File: src/arm_pkg.sv
package arm_pkg;

  localparam int unsigned THR_BITS     = 12;
  localparam int unsigned RANGE_BITS   = 4;
  localparam int unsigned SEL_BITS     = 8;
  localparam int unsigned VOLT_BITS    = 22;
  localparam int unsigned RES_BITS     = 34;
  localparam int unsigned TEMP_BITS    = 19;
  localparam int unsigned COEF_BITS    = 38;
  localparam int unsigned ROM_DEPTH    = 8;
  localparam int unsigned ROM_IDX_BITS = 3;
  localparam int unsigned CFG_IDX_BITS = 1;

  // configuration register indexes
  localparam logic [CFG_IDX_BITS-1:0] REG_UPPER = 1'b0;
  localparam logic [CFG_IDX_BITS-1:0] REG_LOWER = 1'b1;

  localparam logic [THR_BITS-1:0]   UPPER_RESET = 12'd3950;
  localparam logic [THR_BITS-1:0]   LOWER_RESET = 12'd210;
  localparam logic [RANGE_BITS-1:0] RANGE_RESET = 4'd3;

  localparam logic [VOLT_BITS-1:0] VOLT_SCALE = 22'd3300000;

  // Temperature: t = 2^S * TEMP_BASE - raw * TEMP_SCALE, rounded quotient
  // = floor(floor(t / 2^(S+1)) / 1721). The offset makes the dividend positive
  // so the divide by 1721 is a reciprocal multiply.
  localparam int unsigned TEMP_BASE_BITS  = 28;
  localparam int unsigned TEMP_SCALE_BITS = 30;
  localparam int unsigned TEMP_V_BITS     = 29;
  localparam int unsigned RECIP_BITS      = 30;
  localparam int unsigned RECIP_SHIFT     = 40;
  localparam logic [TEMP_BASE_BITS-1:0]  TEMP_BASE   = 28'd150495121;
  localparam logic [TEMP_SCALE_BITS-1:0] TEMP_SCALE  = 30'd660000000;
  localparam logic [TEMP_V_BITS-1:0]     TEMP_OFFSET = 29'd255052200;
  localparam logic [RECIP_BITS-1:0]      TEMP_RECIP  = 30'd638879505;
  localparam logic [TEMP_BITS-1:0]       TEMP_BIAS   = 19'd148200;

  // Q16 reciprocal coefficients, one row per channel, one entry per range
  localparam logic [COEF_BITS-1:0] COEF_ROM [0:1][0:ROM_DEPTH-1] = '{
    '{38'd18993, 38'd189928, 38'd1899281, 38'd18924731, 38'd189247312,
      38'd1955555556, 38'd19555555556, 38'd176000000000},
    '{38'd14505, 38'd145055, 38'd1450549, 38'd14505495, 38'd145054945,
      38'd1466666667, 38'd14666666667, 38'd176000000000}
  };

  typedef struct packed {
    logic [RES_BITS-1:0]   resistance;
    logic [VOLT_BITS-1:0]  voltage;
    logic [SEL_BITS-1:0]   select;
    logic [RANGE_BITS-1:0] used_range;
  } chan_res_t;

endpackage

File: src/arm_channel.sv
module arm_channel #(
  parameter int unsigned CHANNEL     = 0,
  parameter int unsigned RANGE_COUNT = 8,
  parameter int unsigned SAMPLE_BITS = 12
) (
  input  logic                          clk_i,
  input  logic                          rst_ni,
  input  logic                          advance_i,
  input  logic [SAMPLE_BITS-1:0]        sample_i,
  input  logic [arm_pkg::THR_BITS-1:0]  upper_i,
  input  logic [arm_pkg::THR_BITS-1:0]  lower_i,
  output arm_pkg::chan_res_t            result_o
);
  import arm_pkg::*;

  localparam int unsigned CMP_W  = (SAMPLE_BITS > THR_BITS) ? SAMPLE_BITS : THR_BITS;
  localparam int unsigned PROD_W = SAMPLE_BITS + COEF_BITS;

  logic [RANGE_BITS-1:0]         range_q, range_d;
  logic                          step_up, step_down;
  logic [RANGE_BITS:0]           range_sum;
  logic [ROM_IDX_BITS-1:0]       rom_idx;
  logic [COEF_BITS-1:0]          coef;
  logic [PROD_W-1:0]             res_prod, res_shift;
  logic [SAMPLE_BITS+VOLT_BITS-1:0] volt_prod;
  logic [SEL_BITS-1:0]           select;

  assign step_up   = CMP_W'(sample_i) > CMP_W'(upper_i);
  assign step_down = CMP_W'(sample_i) < CMP_W'(lower_i);

  // range_q never drops below one, so the sum cannot wrap
  always_comb begin
    range_sum = {1'b0, range_q} + (RANGE_BITS+1)'(step_up) - (RANGE_BITS+1)'(step_down);
    if (range_sum == '0) begin
      range_d = RANGE_BITS'(1);
    end else if (range_sum > (RANGE_BITS+1)'(RANGE_COUNT)) begin
      range_d = RANGE_BITS'(RANGE_COUNT);
    end else begin
      range_d = range_sum[RANGE_BITS-1:0];
    end
  end

  always_ff @(posedge clk_i or negedge rst_ni) begin
    if (!rst_ni) begin
      range_q <= RANGE_RESET;
    end else if (advance_i) begin
      range_q <= range_d;
    end
  end

  // ranges past the table reuse its top entry
  always_comb begin
    if (range_q > RANGE_BITS'(ROM_DEPTH)) begin
      rom_idx = ROM_IDX_BITS'(ROM_DEPTH - 1);
    end else begin
      rom_idx = ROM_IDX_BITS'(range_q - RANGE_BITS'(1));
    end
  end

  assign coef      = COEF_ROM[CHANNEL[0]][rom_idx];
  assign res_prod  = sample_i * coef;
  assign res_shift = res_prod >> (SAMPLE_BITS + 4);
  assign volt_prod = sample_i * VOLT_SCALE;

  always_comb begin
    for (int k = 0; k < SEL_BITS; k++) begin
      select[k] = (range_d == RANGE_BITS'(k + 1));
    end
  end

  always_comb begin
    result_o.used_range = range_q;
    result_o.select     = select;
    result_o.voltage    = volt_prod[SAMPLE_BITS+VOLT_BITS-1:SAMPLE_BITS];
    if (|res_shift[PROD_W-1:RES_BITS]) begin
      result_o.resistance = '1;
    end else begin
      result_o.resistance = res_shift[RES_BITS-1:0];
    end
  end

endmodule

File: src/autorange_resistance_meter.sv
// Two-channel autoranging resistance meter with die-temperature readout. Each
// stream transaction carries one sample per measurement channel and one from
// the temperature sensor; each result gives, per channel, the range used for
// that sample, voltage in microvolts, resistance in tenths of ohms and the
// one-hot select of the next range, plus the temperature in hundredths of a
// degree. One item is taken every clock cycle unless back-pressure stalls the
// pipeline: an input register feeds one combinational pass (one multiplier
// per channel field and the saturating range step) into the result register,
// and the temperature scaling is split across the input register, its first
// product ahead of it and the reciprocal divide after it. Range state
// advances once per item in arrival order. Threshold writes take effect on
// the next item and need no clearing after reset.
module autorange_resistance_meter #(
  parameter int unsigned RANGE_COUNT = 8,
  parameter int unsigned SAMPLE_BITS = 12
) (
  input  logic                              clk_i,
  input  logic                              rst_ni,
  input  logic                              s_axis_tvalid_i,
  output logic                              s_axis_tready_o,
  // sample_first, sample_second, sample_temperature, zero pad
  input  logic [((3*SAMPLE_BITS+7)/8)*8-1:0] s_axis_tdata_i,
  output logic                              m_axis_tvalid_o,
  input  logic                              m_axis_tready_i,
  // used_range_first, select_first, voltage_first, resistance_first,
  // used_range_second, select_second, voltage_second, resistance_second,
  // temperature_centi, zero pad
  output logic [159:0]                      m_axis_tdata_o,
  input  logic                              cfg_valid_i,
  output logic                              cfg_ready_o,
  input  logic [arm_pkg::CFG_IDX_BITS-1:0]  cfg_index_i,
  input  logic [arm_pkg::THR_BITS-1:0]      cfg_data_i
);
  import arm_pkg::*;

  localparam int unsigned TW    = SAMPLE_BITS + 31;
  localparam int unsigned OUT_W = 2 * $bits(chan_res_t) + TEMP_BITS;
  localparam int unsigned TQ_W  = TEMP_V_BITS + RECIP_BITS;

  logic [THR_BITS-1:0] upper_q, lower_q;

  logic                   a_valid_q;
  logic [SAMPLE_BITS-1:0] a_first_q, a_second_q;
  logic [TEMP_V_BITS-1:0] a_temp_q;

  logic                   b_valid_q;
  chan_res_t              b_first_q, b_second_q;
  logic [TEMP_BITS-1:0]   b_temp_q;

  logic s_ready, b_ready, advance;
  chan_res_t res_first, res_second;

  logic [SAMPLE_BITS-1:0]                 in_temp;
  logic [TW-1:0]                          temp_base, temp_off;
  logic [SAMPLE_BITS+TEMP_SCALE_BITS-1:0] temp_prod;
  logic signed [TW-1:0]                   temp_num, temp_shift;
  logic [TQ_W-1:0]                        temp_quot_prod;
  logic [TEMP_BITS-1:0]                   temp_centi;

  assign b_ready         = !b_valid_q || m_axis_tready_i;
  assign s_ready         = !a_valid_q || b_ready;
  assign advance         = a_valid_q && b_ready;
  assign s_axis_tready_o = s_ready;
  assign m_axis_tvalid_o = b_valid_q;
  assign cfg_ready_o     = 1'b1;

  always_ff @(posedge clk_i or negedge rst_ni) begin
    if (!rst_ni) begin
      upper_q <= UPPER_RESET;
      lower_q <= LOWER_RESET;
    end else if (cfg_valid_i) begin
      case (cfg_index_i)
        REG_UPPER: upper_q <= cfg_data_i;
        REG_LOWER: lower_q <= cfg_data_i;
        default: ;
      endcase
    end
  end

  // first half of the temperature conversion, ahead of the input register
  assign in_temp    = s_axis_tdata_i[3*SAMPLE_BITS-1:2*SAMPLE_BITS];
  assign temp_base  = TW'(TEMP_BASE) << SAMPLE_BITS;
  assign temp_prod  = in_temp * TEMP_SCALE;
  assign temp_num   = $signed(temp_base - TW'(temp_prod));
  assign temp_shift = temp_num >>> (SAMPLE_BITS + 1);
  assign temp_off   = $unsigned(temp_shift) + TW'(TEMP_OFFSET);

  always_ff @(posedge clk_i or negedge rst_ni) begin
    if (!rst_ni) begin
      a_valid_q <= 1'b0;
    end else if (s_ready) begin
      a_valid_q <= s_axis_tvalid_i;
    end
  end

  always_ff @(posedge clk_i) begin
    if (s_ready && s_axis_tvalid_i) begin
      a_first_q  <= s_axis_tdata_i[SAMPLE_BITS-1:0];
      a_second_q <= s_axis_tdata_i[2*SAMPLE_BITS-1:SAMPLE_BITS];
      a_temp_q   <= temp_off[TEMP_V_BITS-1:0];
    end
  end

  arm_channel #(
    .CHANNEL    (0),
    .RANGE_COUNT(RANGE_COUNT),
    .SAMPLE_BITS(SAMPLE_BITS)
  ) u_first (
    .clk_i    (clk_i),
    .rst_ni   (rst_ni),
    .advance_i(advance),
    .sample_i (a_first_q),
    .upper_i  (upper_q),
    .lower_i  (lower_q),
    .result_o (res_first)
  );

  arm_channel #(
    .CHANNEL    (1),
    .RANGE_COUNT(RANGE_COUNT),
    .SAMPLE_BITS(SAMPLE_BITS)
  ) u_second (
    .clk_i    (clk_i),
    .rst_ni   (rst_ni),
    .advance_i(advance),
    .sample_i (a_second_q),
    .upper_i  (upper_q),
    .lower_i  (lower_q),
    .result_o (res_second)
  );

  // divide by 1721 through the reciprocal, then drop the offset
  assign temp_quot_prod = a_temp_q * TEMP_RECIP;
  assign temp_centi = temp_quot_prod[RECIP_SHIFT+TEMP_BITS-1:RECIP_SHIFT] - TEMP_BIAS;

  always_ff @(posedge clk_i or negedge rst_ni) begin
    if (!rst_ni) begin
      b_valid_q <= 1'b0;
    end else if (b_ready) begin
      b_valid_q <= a_valid_q;
    end
  end

  always_ff @(posedge clk_i) begin
    if (advance) begin
      b_first_q  <= res_first;
      b_second_q <= res_second;
      b_temp_q   <= temp_centi;
    end
  end

  assign m_axis_tdata_o = {(160 - OUT_W)'(0), b_temp_q, b_second_q, b_first_q};

endmodule

File: config.mk
export PLATFORM = sky130hd
export DESIGN_NAME = autorange_resistance_meter
export DESIGN_NICKNAME = d
export VERILOG_FILES = /design/src/arm_pkg.sv /design/src/arm_channel.sv /design/src/autorange_resistance_meter.sv
export SDC_FILE = /design/constraint.sdc
export NUM_CORES = 2
export LEC_CHECK = 0
export BUFFER_PORTS_ARGS = -buffer_cell sky130_fd_sc_hd__buf_2
export CAP_MARGIN = 20
export CORE_ASPECT_RATIO = 0.8
export CORE_MARGIN = 8
export CORE_UTILIZATION = 40
export CTS_CLUSTER_SIZE = 16
export DETAILED_ROUTE_END_ITERATION = 6
export HOLD_SLACK_MARGIN = 0.03
export PLACE_DENSITY = 0.66
export SLEW_MARGIN = 20
export SYNTH_ARGS = -nofsm -noshare
export SYNTH_HDL_FRONTEND = slang
export SYNTH_SLANG_ARGS = --single-unit
export TNS_END_PERCENT = 30
File: constraint.sdc
create_clock -name clk_i -period 11.94 [get_ports clk_i]
set_input_delay 2.985 -clock clk_i [delete_from_list [all_inputs] [get_ports clk_i]]
set_output_delay 2.985 -clock clk_i [all_outputs]
set_load 0.005 [all_outputs]
# After elaboration in Yosys (flattened, before gate mapping)
# Memories as Yosys holds them, arrays and structs flattened.
# Index checks and enable logic that the tools add are counted.
[totals]
out_inout_bits = 163
romBits = 608
n_memories = 2
register_bits = 242
elab_cells = 84
[classes]
order_cmp = 10
bitwise = 3
n_reduce_logical = 10
n_mul = 6
n_eq_ne = 16
n_addsub = 9
mux = 10
[mem_list]
columns = ["memory", "words", "width", "read_ports", "rd_ports_with_merged_regs", "wr", "line", "rtl"]
rows = [
  ["(name not given)", 8, 38, 1, 0, 0, "arm_channel.sv:60", "assign coef = COEF_ROM[CHANNEL[0]][rom_idx];"],
  ["(name not given)", 8, 38, 1, 0, 0, "arm_channel.sv:60", ""],
]
[ops]
columns = ["op", "count"]
rows = [
  ["$mux 38", 4],
  ["$mul 12x38->50", 2],
  ["$mul 29x30->59 const B", 1],
  ["$mul 12x17->29 const B", 2],
  ["$sub 40x42->42 const A", 1],
  ["$mul 12x22->34 const B", 1],
  ["$eq 4x3->1 const B", 8],
  ["$add 29x29->29 const B", 1],
  ["$gt 12x12->1", 2],
  ["$lt 12x12->1", 2],
  ["$sub 19x18->19 const B", 1],
  ["$eq 4x2->1 const B", 4],
  ["$mux 4", 4],
  ["$add 4x1->5", 2],
  ["$gt 5x4->1 const B", 2],
  ["$logic_not 5->1", 2],
  ["$sub 5x1->5", 2],
  ["$eq 4x1->1 const B", 2],
  ["$eq 4x4->1 const B", 2],
  ["$ge 4x4->1 const B", 2],
  ["$gt 4x4->1 const B", 2],
  ["$not 3->4", 2],
  ["$mux 3", 2],
  ["$sub 3x1->3 const B", 2],
  ["5 further kinds", 9],
]

# Logic depth before layout (Yosys ltp)
[logic_depth]
depth_word = 7
ltp_mapped = 35
mapped_depth_nobuf = 31

# By module
# A second synthesis with hierarchy kept.
[hier_totals]
hier_cells = 6288
hier_area_um2 = 60475.5
[modules_own_cells]
columns = ["module", "seq_area_each_um2", "n_inst", "area_per_inst_um2", "cells_per_inst"]
rows = [
  ["autorange_resistance_meter", 6912.9, 1, 26613.0, 2415],
  ["arm_channel (u_second)", 102.6, 1, 17017.6, 1951],
  ["arm_channel (u_first)", 102.6, 1, 16844.9, 1922],
]

# Worst setup path before layout
# OpenSTA, ideal clock, no wires.
[synth_timing]
kind = "input-to-reg"
from = "input port s_axis_tdata_i[28]"
to = "register a_temp_q[27], data pin"
path_buffers = 2
arrival_time_ns = 9.272
cell_stages = 26
slack_ns = 2.411
path_cell_list = "inv_1 ha_1 inv_1 fa_1 fa_1 fa_1 inv_1 fa_1 inv_1 ha_1 buf_6 or3_4 a211oi_2 o31ai_4 a41o_4 a21o_1 xnor2_2 or4_1 buf_4 o21ai_1 xor2_1 a31o_1 or3_4 a21boi_2 nand3b_1 xnor2_1"
[synth_via]
elab_chain_cells = 3
[synth_rtl]
columns = ["item", "line", "rtl"]
rows = [
  ["from (decl)", "autorange_resistance_meter.sv:22", "input logic [((3*SAMPLE_BITS+7)/8)*8-1:0] s_axis_tdata_i,"],
  ["$mul 12x22->34", "autorange_resistance_meter.sv:83", "assign temp_prod = in_temp * TEMP_SCALE;"],
  ["$sub 40x42->42", "autorange_resistance_meter.sv:84", "assign temp_num = $signed(temp_base - TW'(temp_prod));"],
  ["$add 29x29->29", "autorange_resistance_meter.sv:86", "assign temp_off = $unsigned(temp_shift) + TW'(TEMP_OFFSET);"],
  ["net temp_off[27]", "autorange_resistance_meter.sv:54", "logic [TW-1:0] temp_base, temp_off;"],
  ["to (signal assigned)", "autorange_resistance_meter.sv:100", "a_temp_q <= temp_off[TEMP_V_BITS-1:0];"],
  ["to (decl)", "autorange_resistance_meter.sv:44", "logic [TEMP_V_BITS-1:0] a_temp_q;"],
]
# The timed path passes the listed nets, and every way through them passes these cells.
# A chain may end at the register's enable or synchronous reset.

==> out/results.ini <==
[detailed_routing]
wl_met3_um = 11800
vias = 40300
drtIter0Drc = 2848
routed.top_layer = met4
drc_errors = 3
wl_met1_um = 65600
viasPerCell = 5.08
totalWireLength_um = 149000
drtAntennaViolNets = 0
drt_first_pass_iters = 7
met2_length_um = 65300
wl_per_cell_um = 18.7

[layout]
register_area_um2 = 7120
area_growth_pct = 7.80
fillers = 13600
nets = 8077
multi_input_area_um2 = 44700
drive_above_1_share = 0.0716

[synthesis]
synth_ff_type = edfxtp_1
yosysSeqAreaShare = 0.123
synthArstFlopShare = 0.140
yosys.area.top_type_share = 0.364
synth_warnings = 0
syn-instance-count = 5857
netlist_area_um2 = 57800
syn_avg_cell_area_um2 = 9.88
ys_top_cells_by_area = fa_1, ha_1, edfxtp_1, inv_1, nand2_1
synth-edff-count = 208
ys_types = 110
synthTopCellsByCount = inv_1, fa_1, ha_1
ys_seq_elements = 242
yosysTopAreaCell = fa_1
synth_most_common_cell = inv_1

[floorplanning]
dieArea_um2 = 157000
start_util = 0.404
fp.dieH_um = 356
rows = 124
die_x_um = 441
core_area_um2 = 143000
ios = 221

[sta]
rsz0062_at_grt = no
finalSetupTns_ns = 0
tightest_slew_ns = 1.27
relSlewSlack = 0.149
fin_ws_ns = 1.99
final.setup_skew_ns = 0.0228
finalMaxSlewViolations = 0
layout_worst_path_cycle_share = 0.834
max_freq_mhz = 100
layout_min_cycle_time_ns = 9.95
setup_viol = 0
hold_ws_ns = 0.487
hold_viol_final = 0

[setup_path]
path_class = flop to flop
r2r_end = m_axis_tdata_o[132]
r2r_slack_ns = 1.99
ff2ff_path_depth = 28
start_kind = flop
cp_data_arrival_time_ns = 10.28
path_max_fanout = 22
worstPathRequired_ns = 12.26
setup.worst_path.end = m_axis_tdata_o[132]
cp-end-kind = flop
worstReg2RegStart = u_second.range_q[0]
crit_top_cell = fa_1
cp_slowest_stage_delay_ns = 1.06
crit_slowest_cell = o22ai_1
cp-startpoint = u_second.range_q[0]

[clocking]
root_buffer = clkbuf_16
postCtsSetupBuffers = 0
worstSkewPairLatency_ns = 0.59
cts_tree = built
cts_resized = 0
clock_path_buffers = 3
clkTransAtPathRegs_ns = 0.06
clock-sinks = 242
cts-hold-fix-buffers = 0
numCtsBuffers = 34
htree_num_levels = 2

[run_status]
violations = DRC
status = finished, violations left

[grt]
grt_max_degree = 104
grt-ovfl-total = 0
grt_pass1_wl_um = 238000
antenna_found_initial = 8
grt_pass1_vias = 43300
grt_usage = 0.191

[place]
dp.final_hpwl_um = 122000
pre_cts_slack_ns = 1.53
portBuffers = 210
globalplace.congestion = 0.908

[worst_hold_path]
hp-start = a_valid_q
hold_path.class = flop to flop

[flow_run]
maxCapViolCount = 0

-- layer usage --
| metal | global-route usage | vias to the layer above |
|---|---|---|
| li1 | - | 18800 |
| met3 | 0.0432 | 261 |
| met4 | 0.0657 | 0 |
| met5 | 0 | - |
| met1 | 0.261 | 19900 |
| met2 | 0.300 | 1356 |
-- critical path, delay by kind of cell, from the launching register on --
| kind | cells | cell delay (ns) |
|---|---|---|
| buf+inv | 4 | 0.30 |
| compound gates | 11 | 3.52 |
| fa+ha+maj | 7 | 3.50 |
| xor+xnor | 1 | 0.08 |
| simple gates | 5 | 1.62 |
| flops | 1 | 0.66 |
-- registers in the layout, summed over array words and instances, names as in the netlist --
name / count
upper_q: 12
a_temp_q: 29
m_axis_tvalid_o: 1
b_temp_q: 19
lower_q: 12
a_first_q: 12
a_second_q: 12
a_valid_q: 1
m_axis_tdata_o: 136
u_first.range_q: 4
u_second.range_q: 4
-- final cells by class --
cell class	count	share of cell area
multi-input cells	4021	0.717
flip-flops and latches	242	0.114
inverters	1456	0.0878
well taps	1890	0.0379
repair buffers	266	0.0236
clock buffers	39	0.0143
clock inverters	23	0.00498
diodes	5	0.000201
-- through the flow --
stage | util | cells | area (um2)
detailed placement | 0.427 | 7875 | 61100
CTS | 0.435 | 7937 | 62300
global route | 0.435 | 7939 | 62300
finish | 0.435 | 7942 | 62400
global placement | 0.427 | 7875 | 61100
floorplan | - | 5861 | 57900
-- worst min-delay path by stage --
stage / to / slack (ns) / cells after the start
final: m_axis_tvalid_o / 0.49 / 1
after floorplan: m_axis_tdata_o[3] / 0.45 / 0
after global routing: lower_q[3] / 0.52 / 1
after CTS: m_axis_tvalid_o / 0.49 / 1
after global placement: m_axis_tvalid_o / 0.47 / 1
after detailed placement: m_axis_tvalid_o / 0.47 / 1
-- cell usage in the layout, fill, tap and decap left out, drive strengths merged, types with 18 or more instances in the layout --
cell / Yosys / layout
xor2: 79 / 79
a31oi: 25 / 25
nor3: 83 / 83
or2: 25 / 25
edfxtp: 208 / 208
a211oi: 18 / 18
a21oi: 162 / 162
o21ai: 112 / 112
nand3: 58 / 58
nand4: 22 / 22
ha: 947 / 947
xnor2: 118 / 118
fa: 1051 / 1051
nand2: 442 / 442
a21o: 94 / 94
and2: 144 / 144
nand2b: 34 / 34
and3: 64 / 64
clkbuf: 124 / 39
buf: 18 / 266
nor2: 247 / 247
inv: 1455 / 1462
nor2b: 38 / 38
o21a: 19 / 19
-- kinds of logic after synthesis --
family,after synthesis,synth area share
AOI/OAI and AO/OA,578,0.0666
DFF,242,0.123
xor gates and xnor gates,197,0.0308
and+or+nand+nor,1218,0.102
buffers and inverters,1598,0.105
other,2,0.000130
adders and majority gates,1999,0.569
muxes,23,0.00430
Power is not shown: default switching activity piles up to over one toggle a cycle in this logic, so the estimate is an artifact.
